**src/rtl/core/cnms_pkg.sv**
```systemverilog
// Shared types and constants for the class-aware NMS block.
// No dependencies.
package cnms_pkg;

    localparam int MAX_BOXES_DEF  = 64;
    localparam int TAG_W          = 6;
    localparam logic [15:0] IOU_THR_RESET = 16'd29491;

    typedef struct packed {
        logic signed [15:0] left_x;
        logic signed [15:0] top_y;
        logic signed [15:0] right_x;
        logic signed [15:0] bottom_y;
        logic        [15:0] score;
        logic        [7:0]  class_index;
    } box_t;

    localparam int BOX_W = $bits(box_t);

    typedef struct packed {
        logic             valid;
        logic             same_class;
        logic [TAG_W-1:0] tag;
    } iou_ctl_t;

    typedef struct packed {
        logic             valid;
        logic             hit;
        logic [TAG_W-1:0] tag;
    } iou_res_t;

    typedef enum logic [3:0] {
        ST_LOAD,
        ST_RANK_RD,
        ST_RANK_LAT,
        ST_RANK_SCAN,
        ST_RANK_LAST,
        ST_RANK_WR,
        ST_SUP_MARK,
        ST_SUP_ORD,
        ST_SUP_BOX,
        ST_SUP_SCAN,
        ST_SUP_DRAIN,
        ST_SUP_NEXT,
        ST_EMIT_ADDR,
        ST_EMIT_IDX,
        ST_EMIT_LOAD,
        ST_EMIT_WAIT
    } state_t;

endpackage

```
**src/rtl/core/cnms_iou_unit.sv**
```systemverilog
// Five-stage pipelined IoU threshold test without division.
// Depends on cnms_pkg.
module cnms_iou_unit
    import cnms_pkg::*;
(
    input  logic        clk,
    input  logic        rst_n,
    input  iou_ctl_t    ctl,
    input  box_t        box_a,
    input  box_t        box_b,
    input  logic [15:0] thr,
    output iou_res_t    res,
    output logic        busy
);

    iou_ctl_t ctl1_reg, ctl2_reg, ctl3_reg, ctl4_reg;
    iou_res_t res_reg;

    logic signed [16:0] iw1_reg, ih1_reg, wa1_reg, ha1_reg, wb1_reg, hb1_reg;
    logic        [31:0] inter2_reg, inter3_reg, inter4_reg;
    logic signed [33:0] area_a2_reg, area_b2_reg;
    logic signed [35:0] uni3_reg;
    logic               pos3_reg, pos4_reg;
    logic        [32:0] p_lo4_reg, p_hi4_reg;

    logic signed [15:0] ix1, iy1, ix2, iy2;
    logic        [15:0] iw_pos, ih_pos;
    logic signed [35:0] uni_next;
    logic        [49:0] rhs, lhs;

    always_comb
    begin
        ix1 = (box_a.left_x   > box_b.left_x)   ? box_a.left_x   : box_b.left_x;
        iy1 = (box_a.top_y    > box_b.top_y)    ? box_a.top_y    : box_b.top_y;
        ix2 = (box_a.right_x  < box_b.right_x)  ? box_a.right_x  : box_b.right_x;
        iy2 = (box_a.bottom_y < box_b.bottom_y) ? box_a.bottom_y : box_b.bottom_y;
        iw_pos = (iw1_reg > 17'sd0) ? iw1_reg[15:0] : 16'd0;
        ih_pos = (ih1_reg > 17'sd0) ? ih1_reg[15:0] : 16'd0;
        uni_next = 36'(area_a2_reg) + 36'(area_b2_reg) - $signed({4'd0, inter2_reg});
        rhs = {p_hi4_reg, 17'd0} + 50'(p_lo4_reg);
        lhs = 50'({inter4_reg, 16'd0});
    end

    always_ff @(posedge clk or negedge rst_n)
    begin
        if (!rst_n)
        begin
            ctl1_reg <= '0;
            ctl2_reg <= '0;
            ctl3_reg <= '0;
            ctl4_reg <= '0;
            res_reg  <= '0;
        end
        else
        begin
            ctl1_reg      <= ctl;
            ctl2_reg      <= ctl1_reg;
            ctl3_reg      <= ctl2_reg;
            ctl4_reg      <= ctl3_reg;
            res_reg.valid <= ctl4_reg.valid;
            res_reg.tag   <= ctl4_reg.tag;
            res_reg.hit   <= ctl4_reg.same_class && pos4_reg && (lhs > rhs);
        end
    end

    always_ff @(posedge clk)
    begin
        iw1_reg     <= 17'(ix2) - 17'(ix1);
        ih1_reg     <= 17'(iy2) - 17'(iy1);
        wa1_reg     <= 17'(box_a.right_x) - 17'(box_a.left_x);
        ha1_reg     <= 17'(box_a.bottom_y) - 17'(box_a.top_y);
        wb1_reg     <= 17'(box_b.right_x) - 17'(box_b.left_x);
        hb1_reg     <= 17'(box_b.bottom_y) - 17'(box_b.top_y);
        inter2_reg  <= iw_pos * ih_pos;
        area_a2_reg <= wa1_reg * ha1_reg;
        area_b2_reg <= wb1_reg * hb1_reg;
        uni3_reg    <= uni_next;
        pos3_reg    <= uni_next > 36'sd0;
        inter3_reg  <= inter2_reg;
        p_lo4_reg   <= thr * uni3_reg[16:0];
        p_hi4_reg   <= thr * uni3_reg[33:17];
        pos4_reg    <= pos3_reg;
        inter4_reg  <= inter3_reg;
    end

    assign res  = res_reg;
    assign busy = ctl1_reg.valid | ctl2_reg.valid | ctl3_reg.valid | ctl4_reg.valid;

endmodule

```
**config.mk**
```make
export PLATFORM = sky130hd
export DESIGN_NAME = cnms_iou_unit
export DESIGN_NICKNAME = d
export VERILOG_FILES = /design/src/rtl/core/cnms_pkg.sv /design/src/rtl/core/cnms_iou_unit.sv
export SDC_FILE = /design/constraint.sdc
export NUM_CORES = 2
export LEC_CHECK = 0
export BUFFER_PORTS_ARGS = -buffer_cell sky130_fd_sc_hd__buf_2
export CORE_MARGIN = 10
export CORE_UTILIZATION = 66
export DETAILED_ROUTE_END_ITERATION = 16
export PLACE_DENSITY = 0.84
export SYNTH_ARGS = -nofsm -noshare
export SYNTH_HDL_FRONTEND = slang
export SYNTH_SLANG_ARGS = --single-unit
export TNS_END_PERCENT = 20
```
**constraint.sdc**
```tcl
create_clock -name clk -period 10.2 [get_ports clk]
set_input_delay 1.02 -clock clk [delete_from_list [all_inputs] [get_ports clk]]
set_output_delay 1.02 -clock clk [all_outputs]
set_load 0.01 [all_outputs]
```
==> results.yml <==
outcome:
  status: "finished clean"
critical_path:
  required_ps: 10750
  critPathArrivalTime_ps: 8910
  critPathKind: "flip-flop to flip-flop"
  critPathMaxFanout: 30
  endpoint_kind: "flip-flop"
  cp-start-kind: "flip-flop"
die:
  io_pins: 211
  rows: 116
  start_util_pct: 66.6
  die_w_um: 338
  die_h_um: 338
  core_mm2: 0.100
  dieArea_mm2: 0.114
place:
  io_buffers: 162
  gp_congestion: 0.991
  hpwlAfterDp_um: 138000
synthesis:
  synthesis.area_per_instance_um2: 9.06
  syn-num-nets: 9534
  synth.area.top_cells: "fa_1 37%, ha_1 14%, dfxtp_1 11%"
  ys.flop_type: "dfxtp_1"
  yosysSeqAreaShare_pct: 12.5
  synth_top_cell_area_share_pct: 37.3
  synth_cells: 7363
  synth-edff-count: 0
  yosysWarnings: 0
  synth_top_area_cell: "fa_1"
  ys_ff_latch: 408
  async_reset_ff_share_pct: 9.80
  syn_area_mm2: 0.0667
  synth_cell_type_count: 77
global_routing:
  grt_max_degree: 41
  grt_pass1_wl_um: 281000
  grt_remaining_overflow: 0
  antenna_found_initial: 4
  track_usage_pct: 30.9
  first_global_vias: 54900
run:
  maxCapViolations: 0
clock_tree:
  h-tree-depth: 2
  ctsHoldBuffers: 0
  clockBufferDepth: 3
  cts_tree: "yes"
  root_buffer: "clkbuf_16"
  clock_latency_ps: 630
  ctsResizeCount: 0
  cts_sinks: 408
  clk_pin_slew_ps: 60
  post_cts_buffers: 0
  cts_made_buffers: 47
timing:
  rsz0062_at_grt: "false"
  hold_violations: 0
  slew_violations: 0
  setup_viol: 0
  setup_tns_ps: 0
  skew_ps: 34.6
  worst_pin_slew_ps: 1110
  fin_crit_sh_pct: 81.9
  min_period_ps: 8350
  timing.fmax_mhz: 120
  slew_headroom_pct: 26.0
final_layout:
  fin_nets: 9561
  final_cell_mix: "1645 x inv_1, 1241 x fa_1, 921 x nand2_1"
  syn2layout_area_growth_pct: 5.22
  drive_above_1_share_pct: 4.44
  layout_commonest_cell: "inv_1"
routing:
  viasPerCell: 5.75
  post-route-drc-count: 0
  routedWlPerCell_um: 19.4
  routed_wl_um: 170000
  dr_total_vias: 50100
  drtAntennaViolNets: 0
  drtIter0Drc: 3298
  dr.pass1.iters: 6
hold_path:
  hold_class: "flip-flop to flip-flop"
==> area by class of cell <==
class	instances	area [µm²]
inverter	1645	6170
timing repair buffer	193	1040
antenna	2	5.00
sequential	408	8370
clock inverter	26	289
multi-input combinational	5095	51300
tap	1298	1620
clock buffer	61	1310
fill	7524	30000
==> per-layer routing <==
layer | track usage (%) | vias up | wire length, µm
met3 | 4.93 | 543 | 13200
met5 | 0 | - | 11
met1 | 38.3 | 25000 | 65000
li1 | - | 22500 | -
met4 | 17.3 | 2 | 11000
met2 | 51.5 | 2138 | 80400
==> cell families after synthesis <==
kind of cell    Yosys count  share of synthesized area (%)
mux                      51                          0.820
compound gates          717                           6.92
flops                   408                           12.5
simple gates           2102                           15.0
fa+ha+maj              1969                           50.9
buf+inv                1860                           10.5
xor+xnor                256                           3.36
==> stage by stage <==
stage / hold WS [ps] / area, µm² / setup slack [ps] / std cells / utilization [%]
after floorplan: 310 / 66700 / 3030 / 7363 / -
after CTS: 326 / 70200 / 2020 / 8726 / 70.1
after detailed placement: 312 / 68600 / 1860 / 8639 / 68.5
final: 325 / 70200 / 1850 / 8728 / 70.1
after global placement: 312 / 68600 / 1920 / 8639 / 68.5
after global routing: 326 / 70200 / 1470 / 8726 / 70.1
==> worst paths after layout <==
path                               start  cells after the start              to  slack (ps)
hold / removal             inter3_reg[1]                      0   inter4_reg[1]         320
min in group asynchronous          rst_n                      1     ctl4_reg[7]         500
max in group asynchronous          rst_n                      1     ctl1_reg[2]        9180
hold reg to reg            inter3_reg[1]                      0   inter4_reg[1]         320
setup reg to reg              ih1_reg[0]                     27  inter2_reg[30]        1850
setup / recovery              ih1_reg[0]                     27  inter2_reg[30]        1850
==> synth_stat cells, drive strengths merged, types with 52 or more instances <==
cell and number:
nor3 52, xor2 65, inv 1645, a21oi 207, xnor2 191, nand2b 63
nand2 921, nor2b 68, nand3 54, ha 728, o21ai 148, fa 1241
clkbuf 209, nor2 329, a21o 98, and2 487, dfxtp 368
==> worst max-delay path: stages, from the launching register on <==
cell	delay, ps
dfxtp_1	320
nor4_1	620
a41oi_2	190
buf_4	260
nand2_1	470
nor2_1	140
fa_1	550
inv_1	50
fa_1	450
fa_1	490
fa_1	540
inv_1	50
fa_1	470
inv_1	50
fa_1	470
inv_1	40
ha_1	320
a21o_1	180
a21oi_1	370
nand2_1	100
o31ai_1	490
o21ai_0	300
o31a_1	350
a21oi_1	300
nand3b_1	150
a31o_2	270
a21oi_1	170
xnor2_1	130
Power is left out: the tool's default activity adds up to more than one toggle a clock period on the data nets, which glitch-free logic cannot reach.
