$ cat src/rtl/core/cnms_ram.sv
// Generic single-write, single-read RAM with registered read data.
// No dependencies.
module cnms_ram #(
    parameter int  WIDTH = 8,
    parameter int  DEPTH = 64,
    localparam int AW    = (DEPTH > 1) ? $clog2(DEPTH) : 1
) (
    input  logic             clk,
    input  logic             wr_en,
    input  logic [AW-1:0]    wr_addr,
    input  logic [WIDTH-1:0] wr_data,
    input  logic [AW-1:0]    rd_addr,
    output logic [WIDTH-1:0] rd_data
);

    logic [WIDTH-1:0] mem [DEPTH];

    always_ff @(posedge clk)
    begin
        if (wr_en)
        begin
            mem[wr_addr] <= wr_data;
        end
        rd_data <= mem[rd_addr];
    end

endmodule

$ cat config.mk
export PLATFORM = sky130hd
export DESIGN_NAME = cnms_ram
export DESIGN_NICKNAME = d
export VERILOG_FILES = /design/src/rtl/core/cnms_ram.sv
export SDC_FILE = /design/constraint.sdc
export NUM_CORES = 1
export LEC_CHECK = 0
export BUFFER_PORTS_ARGS = -buffer_cell sky130_fd_sc_hd__buf_2
export CAP_MARGIN = 15
export CORE_ASPECT_RATIO = 0.75
export CORE_MARGIN = 2
export CORE_UTILIZATION = 45
export CTS_CLUSTER_DIAMETER = 40
export DETAILED_ROUTE_END_ITERATION = 8
export PLACE_DENSITY_LB_ADDON = 0.08
export SYNTH_ARGS = -nofsm -noshare
export SYNTH_HDL_FRONTEND = slang
export SYNTH_SLANG_ARGS = --single-unit
$ cat constraint.sdc
create_clock -name clk -period 2.1 [get_ports clk]
set_clock_uncertainty 0.15 [all_clocks]
set_input_delay 0.42 -clock clk [delete_from_list [all_inputs] [get_ports clk]]
set_output_delay 0.42 -clock clk [all_outputs]
set_load 0.03 [all_outputs]
==> reports/metrics.csv, run 1 <==
stage;metric;value;unit
grt;grt_pass1_vias;10434;
setup_path;critPathLaunchType;flip-flop;
die;die_w;248;um
cts;cts.path.max_buffers;3;
drt;antenna_violating_nets_post_route;0;
cts;cts-htree-levels;2;
setup_path;timing.critical_path.buf_inv;0;
cts;clk_pin_slew_worst_paths;60;ps
setup_path;critPathSlowestCell;mux4_2;
power;netSwitchingPower;5.02;mW
cells_and_area;area_occupied_by_registers;0.0155;sq mm
power;cellPowerDensity;952;mW/mm^2
die;ioPinCount;30;
synth;synth.lib_cells_used.distinct;40;
power;power_frac_seq;49.9;%
timing;final-hold-violation-count;0;
drt;post_drt_via_cell_ratio;5.71;
die;dieArea;0.0465;sq mm
timing;setup_ws;59.3;ps
synth;syn-instance-count;940;
cells_and_area;num-fill-cells;3498;
power;pwr-share-comb;5.6;%
synth;post_synth_instance_area;0.0202;sq mm
place;port-buffer-count;29;
setup_path;critPathMaxFanout;1;
cells_and_area;mostFrequentLayoutCell;edfxtp_1;
die;die-height;187;um
cells_and_area;finalNonFillerCells;1793;
synth;syn_area_per_cell;21.5;sq um
setup_path;setup.worst_path.class;reg -> reg;
synth;ys_warns;0;
setup_path;timing.critical_path.to;rd_data[4];
setup_path;path_delay_family;multiplexers;
setup_path;cp_data_required_time;2440;ps
run_status;run_status;completed;
setup_path;rr_endpoint;rd_data[4];
power;leakagePower;7.98;nW
grt;antenna_found_initial;0;
cells_and_area;final_layout_net_count;1179;
timing;setup_total_negative_slack;0;ps
setup_path;max_stage_delay;480;ps
cells_and_area;share_of_final_layout_standard_cells_stronger_than_drive_strength_1;36.6;%
die;core_region_area;0.0444;sq mm
synth;postSynthRegisterBits;520;
timing;timing.final.crit_share;97.2;%
cts;insertion_delay;620;ps
setup_path;worst-path-stages;5;
cells_and_area;postLayoutCoreUtil;54.6;%
setup_path;regToRegStartpoint;mem[20][4];
cts;cts-root-buf;clkbuf_16;
drt;detailed_route_wl;49.8;mm
timing;worst-slew-pin-transition;783;ps
cells_and_area;areaGrowthSynthToFinish;20.3;%
cells_and_area;most_frequent_cells_in_the_layout;512 x edfxtp_1, 162 x buf_4, 126 x mux4_2, 83 x nor2_1, 61 x clkbuf_16;
setup_path;r2r_slack;60;ps
timing;timing.slew.headroom;47.8;%
timing;final.min_clock_period;2040;ps
drt;drc_violations_left;0;
setup_path;worst_r2r_path_depth;5;
place;numPlacedInstances;1680;
power;clkPwrFrac;44.5;%
power;vdd_ir_drop_max;610;uV
synth;postSynthNetCount;962;
grt;grtUsageTotal;21.9;%
setup_path;crit_path_start;mem[20][4];
synth;synth_sequential_area_ratio;77.0;%
place;place.detailed.hpwl;31.9;mm
timing;clock.fmax;490;MHz
cts;cts_tree;built;
setup_path;critical_path_cell_by_cell;mux4_2 -> mux2_2 -> o221a_2 -> nor3_4 -> o32ai_1;
setup_path;endpoint_kind;flip-flop;
power;intPower;18.1;mW
drt;drt-pass1-iter-count;5;
cells_and_area;multiInputGateArea;0.00433;sq mm
cts;post_cts_buffers;0;
drt;vias;10234;
synth;ys.flop_type;edfxtp_1;
timing;total_setup_violations_reported_at_the_end_of_the_flow;0;
place;routability_congestion_estimate;0.801;
die;floorplan.initialDensity;45.4;%
timing;drv_slew;0;
place;detailedPlace.worstSlack;-602;ps
die;fp-row-count;67;
worst_hold_path;hold_class;in -> reg;
synth;post_synth_edffs;512;
power;power.switching_fraction;21.7;%
cts;cts-hold-fix-buffers;0;
power;design_power_total;23.1;mW
synth;ys_async_sr_fraction;0;%
cts;cts_inserted_buffers;61;
flow_run;max_cap_violations;0;
grt;gr-total-overflow;0;
cts;cts.sinks;520;
drt;drt-wirelength-per-cell;27.8;um
setup_path;worstPathArrival;2380;ps
drt;initialDrtViolationCount;1086;
grt;global_route_wire_length_before_repair;73.3;mm
grt;grt_max_degree;65;
## tightest hold or removal path, cell delays in order
cell and delay, ps:
buf_2 210, nand3_1 120, o32ai_1 70
## area by class of cell
| cell class | instances | share of cell area, % |
|---|---|---|
| flip-flops and latches | 520 | 64.0 |
| multi-input cells | 369 | 17.9 |
| repair buffers | 205 | 6.93 |
| clock buffers | 79 | 6.74 |
| well taps | 586 | 3.02 |
| clock inverters | 33 | 1.40 |
| diodes | 1 | 0.0103 |
## power groups by stage
| stage | Combinational [mW] | Clock, mW | Sequential (mW) |
|---|---|---|---|
| floorplan | 0.623 | 0 | 11.8 |
| global placement | 1.30 | 0 | 11.7 |
| detailed placement | 1.31 | 0 | 11.7 |
| CTS | 1.31 | 10.5 | 11.5 |
| global route | 1.38 | 10.9 | 11.5 |
| finish | 1.29 | 10.3 | 11.5 |
## cell usage after synthesis, drive strengths merged, types with 3 or more instances
cell | n | area (sq um)
nor2 | 83 | 312
nand3b | 3 | 22.5
a21oi | 3 | 15.0
dfxtp | 8 | 160
nand3 | 13 | 65.1
mux2i | 23 | 230
o21ai | 4 | 20.0
o2bb2ai | 3 | 26.3
a211oi | 4 | 30.0
edfxtp | 512 | 15400
a221oi | 6 | 52.6
buf | 34 | 253
mux4 | 126 | 2840
mux2 | 13 | 146
clkbuf | 17 | 63.8
nor3 | 7 | 35.0
a22oi | 3 | 22.5
nand2 | 19 | 71.3
nor2b | 14 | 87.6
o2111ai | 3 | 26.3
o221ai | 8 | 70.1
o22ai | 8 | 50.1
nand2b | 7 | 43.8
## routing by layer
layer | routed length [um] | vias to the layer above | global-route usage, %
met2 | 21600 | 326 | 31.5
met5 | 0 | - | 0
met3 | 3320 | 78 | 4.93
met1 | 23800 | 5449 | 34.2
met4 | 1010 | 0 | 5.14
li1 | - | 4381 | -
## logic make-up (layout without fill, tap and decap cells)
family / after synthesis / count (layout) / synth area share [%]
buffers and inverters: 51 / 317 / 1.57
muxes: 162 / 162 / 15.9
DFF: 520 / 520 / 77.0
and+or+nand+nor: 153 / 153 / 3.39
other: 0 / 1 / 0
AOI/OAI and AO/OA: 54 / 54 / 2.07
## flip-flops by register name (all words and copies together), names as in the netlist
| name | cells |
|---|---|
| mem | 512 |
| rd_data | 8 |
## how the worst min path moves through the flow
stage                     slack [ps]    endpoint  startpoint  cells past startpoint
after CTS                        100  rd_data[6]  rd_addr[5]                      3
final                            130  rd_data[4]  rd_addr[5]                      3
after global placement           680  rd_data[4]  mem[26][4]                      3
after floorplan                  370   mem[0][0]  wr_data[0]                      0
after detailed placement         700  rd_data[4]  mem[30][4]                      3
after global routing             120  rd_data[6]  rd_addr[5]                      3
## stage by stage
step | hold slack, ps | cell area (sq um)
finish | 132 | 24300
global placement | 685 | 22300
global route | 122 | 24300
CTS | 97.6 | 24200
detailed placement | 697 | 22300
floorplan | 369 | 20200
## repair_timing
action | 4_1_cts | 5_1_grt
resized for setup | 2 | 4
pin swaps | 0 | 1
endpoints found under the setup margin | 2 | 4
Power figures use the tool's default switching activity.
==> run 2, diff against run 1 <==
--- a/config.mk
+++ b/config.mk
@@ -13,6 +13,7 @@
 export CTS_CLUSTER_DIAMETER = 40
 export DETAILED_ROUTE_END_ITERATION = 8
 export PLACE_DENSITY_LB_ADDON = 0.08
+export RECOVER_POWER = 50
 export SYNTH_ARGS = -nofsm -noshare
 export SYNTH_HDL_FRONTEND = slang
 export SYNTH_SLANG_ARGS = --single-unit
==> run 2 against run 1 <==
  * The run now ends with max-capacitance violations left
  * Die area unchanged
  * Sequential power about the same
  * First-iteration DRC count increased by 1.4%
  * Cell count about the same
==> reports/metrics.csv, run 2 (synthesis results as in run 1) <==
stage;metric;value;unit
cts;cts-root-buf;clkbuf_16;
drt;drc_violations_left;0;
timing;clock.fmax;490;MHz
setup_path;worstPathArrival;2380;ps
place;port-buffer-count;29;
run_status;violations;max-capacitance violations;
die;die_w;248;um
cts;cts.path.max_buffers;3;
place;place.detailed.hpwl;31.9;mm
drt;initialDrtViolationCount;1101;
setup_path;cp_data_required_time;2440;ps
run_status;run_status;finished with violations;
setup_path;setup.worst_path.class;reg -> reg;
cts;cts_tree;built;
die;fp-row-count;67;
timing;setup_total_negative_slack;0;ps
timing;final-hold-violation-count;0;
place;detailedPlace.worstSlack;-602;ps
cells_and_area;antennaDiodeCount;0;
setup_path;endpoint_kind;flip-flop;
timing;timing.slew.headroom;0.313;%
die;core_region_area;0.0444;sq mm
die;floorplan.initialDensity;45.4;%
cts;cts-htree-levels;2;
cts;clk_pin_slew_worst_paths;60;ps
drt;drt-pass1-iter-count;8;
drt;detailed_route_wl;49.8;mm
power;leakagePower;7.95;nW
setup_path;critPathLaunchType;flip-flop;
timing;total_setup_violations_reported_at_the_end_of_the_flow;0;
cells_and_area;num-fill-cells;3502;
setup_path;critPathMaxFanout;1;
power;vdd_ir_drop_max;607;uV
timing;worst_hold_slack;135;ps
drt;post_drt_via_cell_ratio;5.69;
timing;timing.final.crit_share;97.2;%
flow_run;max_cap_violations;1;
place;routability_congestion_estimate;0.801;
cells_and_area;mostFrequentLayoutCell;edfxtp_1;
drt;antenna_violating_nets_post_route;0;
grt;gr-total-overflow;0;
die;die-height;187;um
cts;insertion_delay;620;ps
grt;global_route_wire_length_before_repair;73.3;mm
cells_and_area;areaGrowthSynthToFinish;20.0;%
cells_and_area;top_regs;mem (512), rd_data (8);
cells_and_area;postLayoutCoreUtil;54.5;%
die;dieArea;0.0465;sq mm
grt;grt_pass1_vias;10434;
die;ioPinCount;30;
timing;setup_ws;58.6;ps
cts;cts.sinks;520;
drt;drt-wirelength-per-cell;27.8;um
timing;final.min_clock_period;2040;ps
timing;worst-slew-pin-transition;1500;ps
cells_and_area;most_frequent_cells_in_the_layout;512 x edfxtp_1, 152 x buf_4, 126 x mux4_2, 83 x nor2_1, 61 x clkbuf_16;
drt;vias;10197;
cells_and_area;regMostFlops;mem;
power;design_power_total;23.1;mW
grt;grt_max_degree;65;
grt;grtUsageTotal;21.9;%
power;cellPowerDensity;954;mW/mm^2
cells_and_area;largest_reg_flops;512;
cts;cts-hold-fix-buffers;0;
timing;drv_slew;0;
worst_hold_path;hold_class;in -> reg;
cells_and_area;share_of_final_layout_standard_cells_stronger_than_drive_strength_1;36.1;%
grt;antenna_found_initial;0;
cts;cts_inserted_buffers;61;
cells_and_area;final_layout_net_count;1179;
## run 2: cell count changes in the layout (fill, tap and decap cells not counted), sizes merged
cell,before,now
buf,205,191
clkbuf,79,93
diode,1,0
## run 2: timing repair
action,CTS,global route
gates resized for setup,2,4
setup buffers,0,0
pin swaps,0,1
setup endpoints to repair,2,4
## run 2: through the flow
step / cell area [sq um] / std cells
2_1_floorplan: 20200 / 940
6_report: 24200 / 1792
4_1_cts: 24200 / 1792
3_3_place_gp: 22300 / 1680
5_1_grt: 24200 / 1792
3_5_place_dp: 22300 / 1680
## run 2: path summary, 6_finish.rpt
| kind | start | endpoint | slack (ps) | depth (start not counted) |
|---|---|---|---|---|
| max reg2reg | mem[21][4] | rd_data[4] | 60 | 5 |
| min reg2reg | mem[30][4] | rd_data[4] | 710 | 3 |
| min | rd_addr[5] | rd_data[4] | 140 | 3 |
| max | mem[21][4] | rd_data[4] | 60 | 5 |
## run 2: cell type report
cell class | instances | area, sq um | area share (%)
Clock buffer | 79 | 1630 | 6.75
Clock inverter | 33 | 339 | 1.40
Multi-Input combinational cell | 369 | 4330 | 17.9
Sequential cell | 520 | 15500 | 64.2
Tap cell | 586 | 733 | 3.03
Timing Repair Buffer | 205 | 1620 | 6.69
## run 2: power by group
part | internal (mW) | switching [mW] | total, mW
combinational | 0.526 | 0.756 | 1.28
clock | 6.04 | 4.23 | 10.3
sequential | 11.5 | 0.0314 | 11.5
## run 2: critical path, cell delays in order, from the launching register on
cell,delay [ps]
edfxtp_1,360
mux4_2,500
mux2_2,290
o221a_2,300
nor3_4,210
o32ai_1,110
## run 2: routing by layer
metal / wire length, um / vias to the layer above / global-route usage, %
li1: - / 4380 / -
met1: 23800 / 5434 / 34.2
met2: 21600 / 307 / 31.5
met3: 3350 / 76 / 4.93
met4: 965 / 0 / 5.14
met5: 0 / - / 0
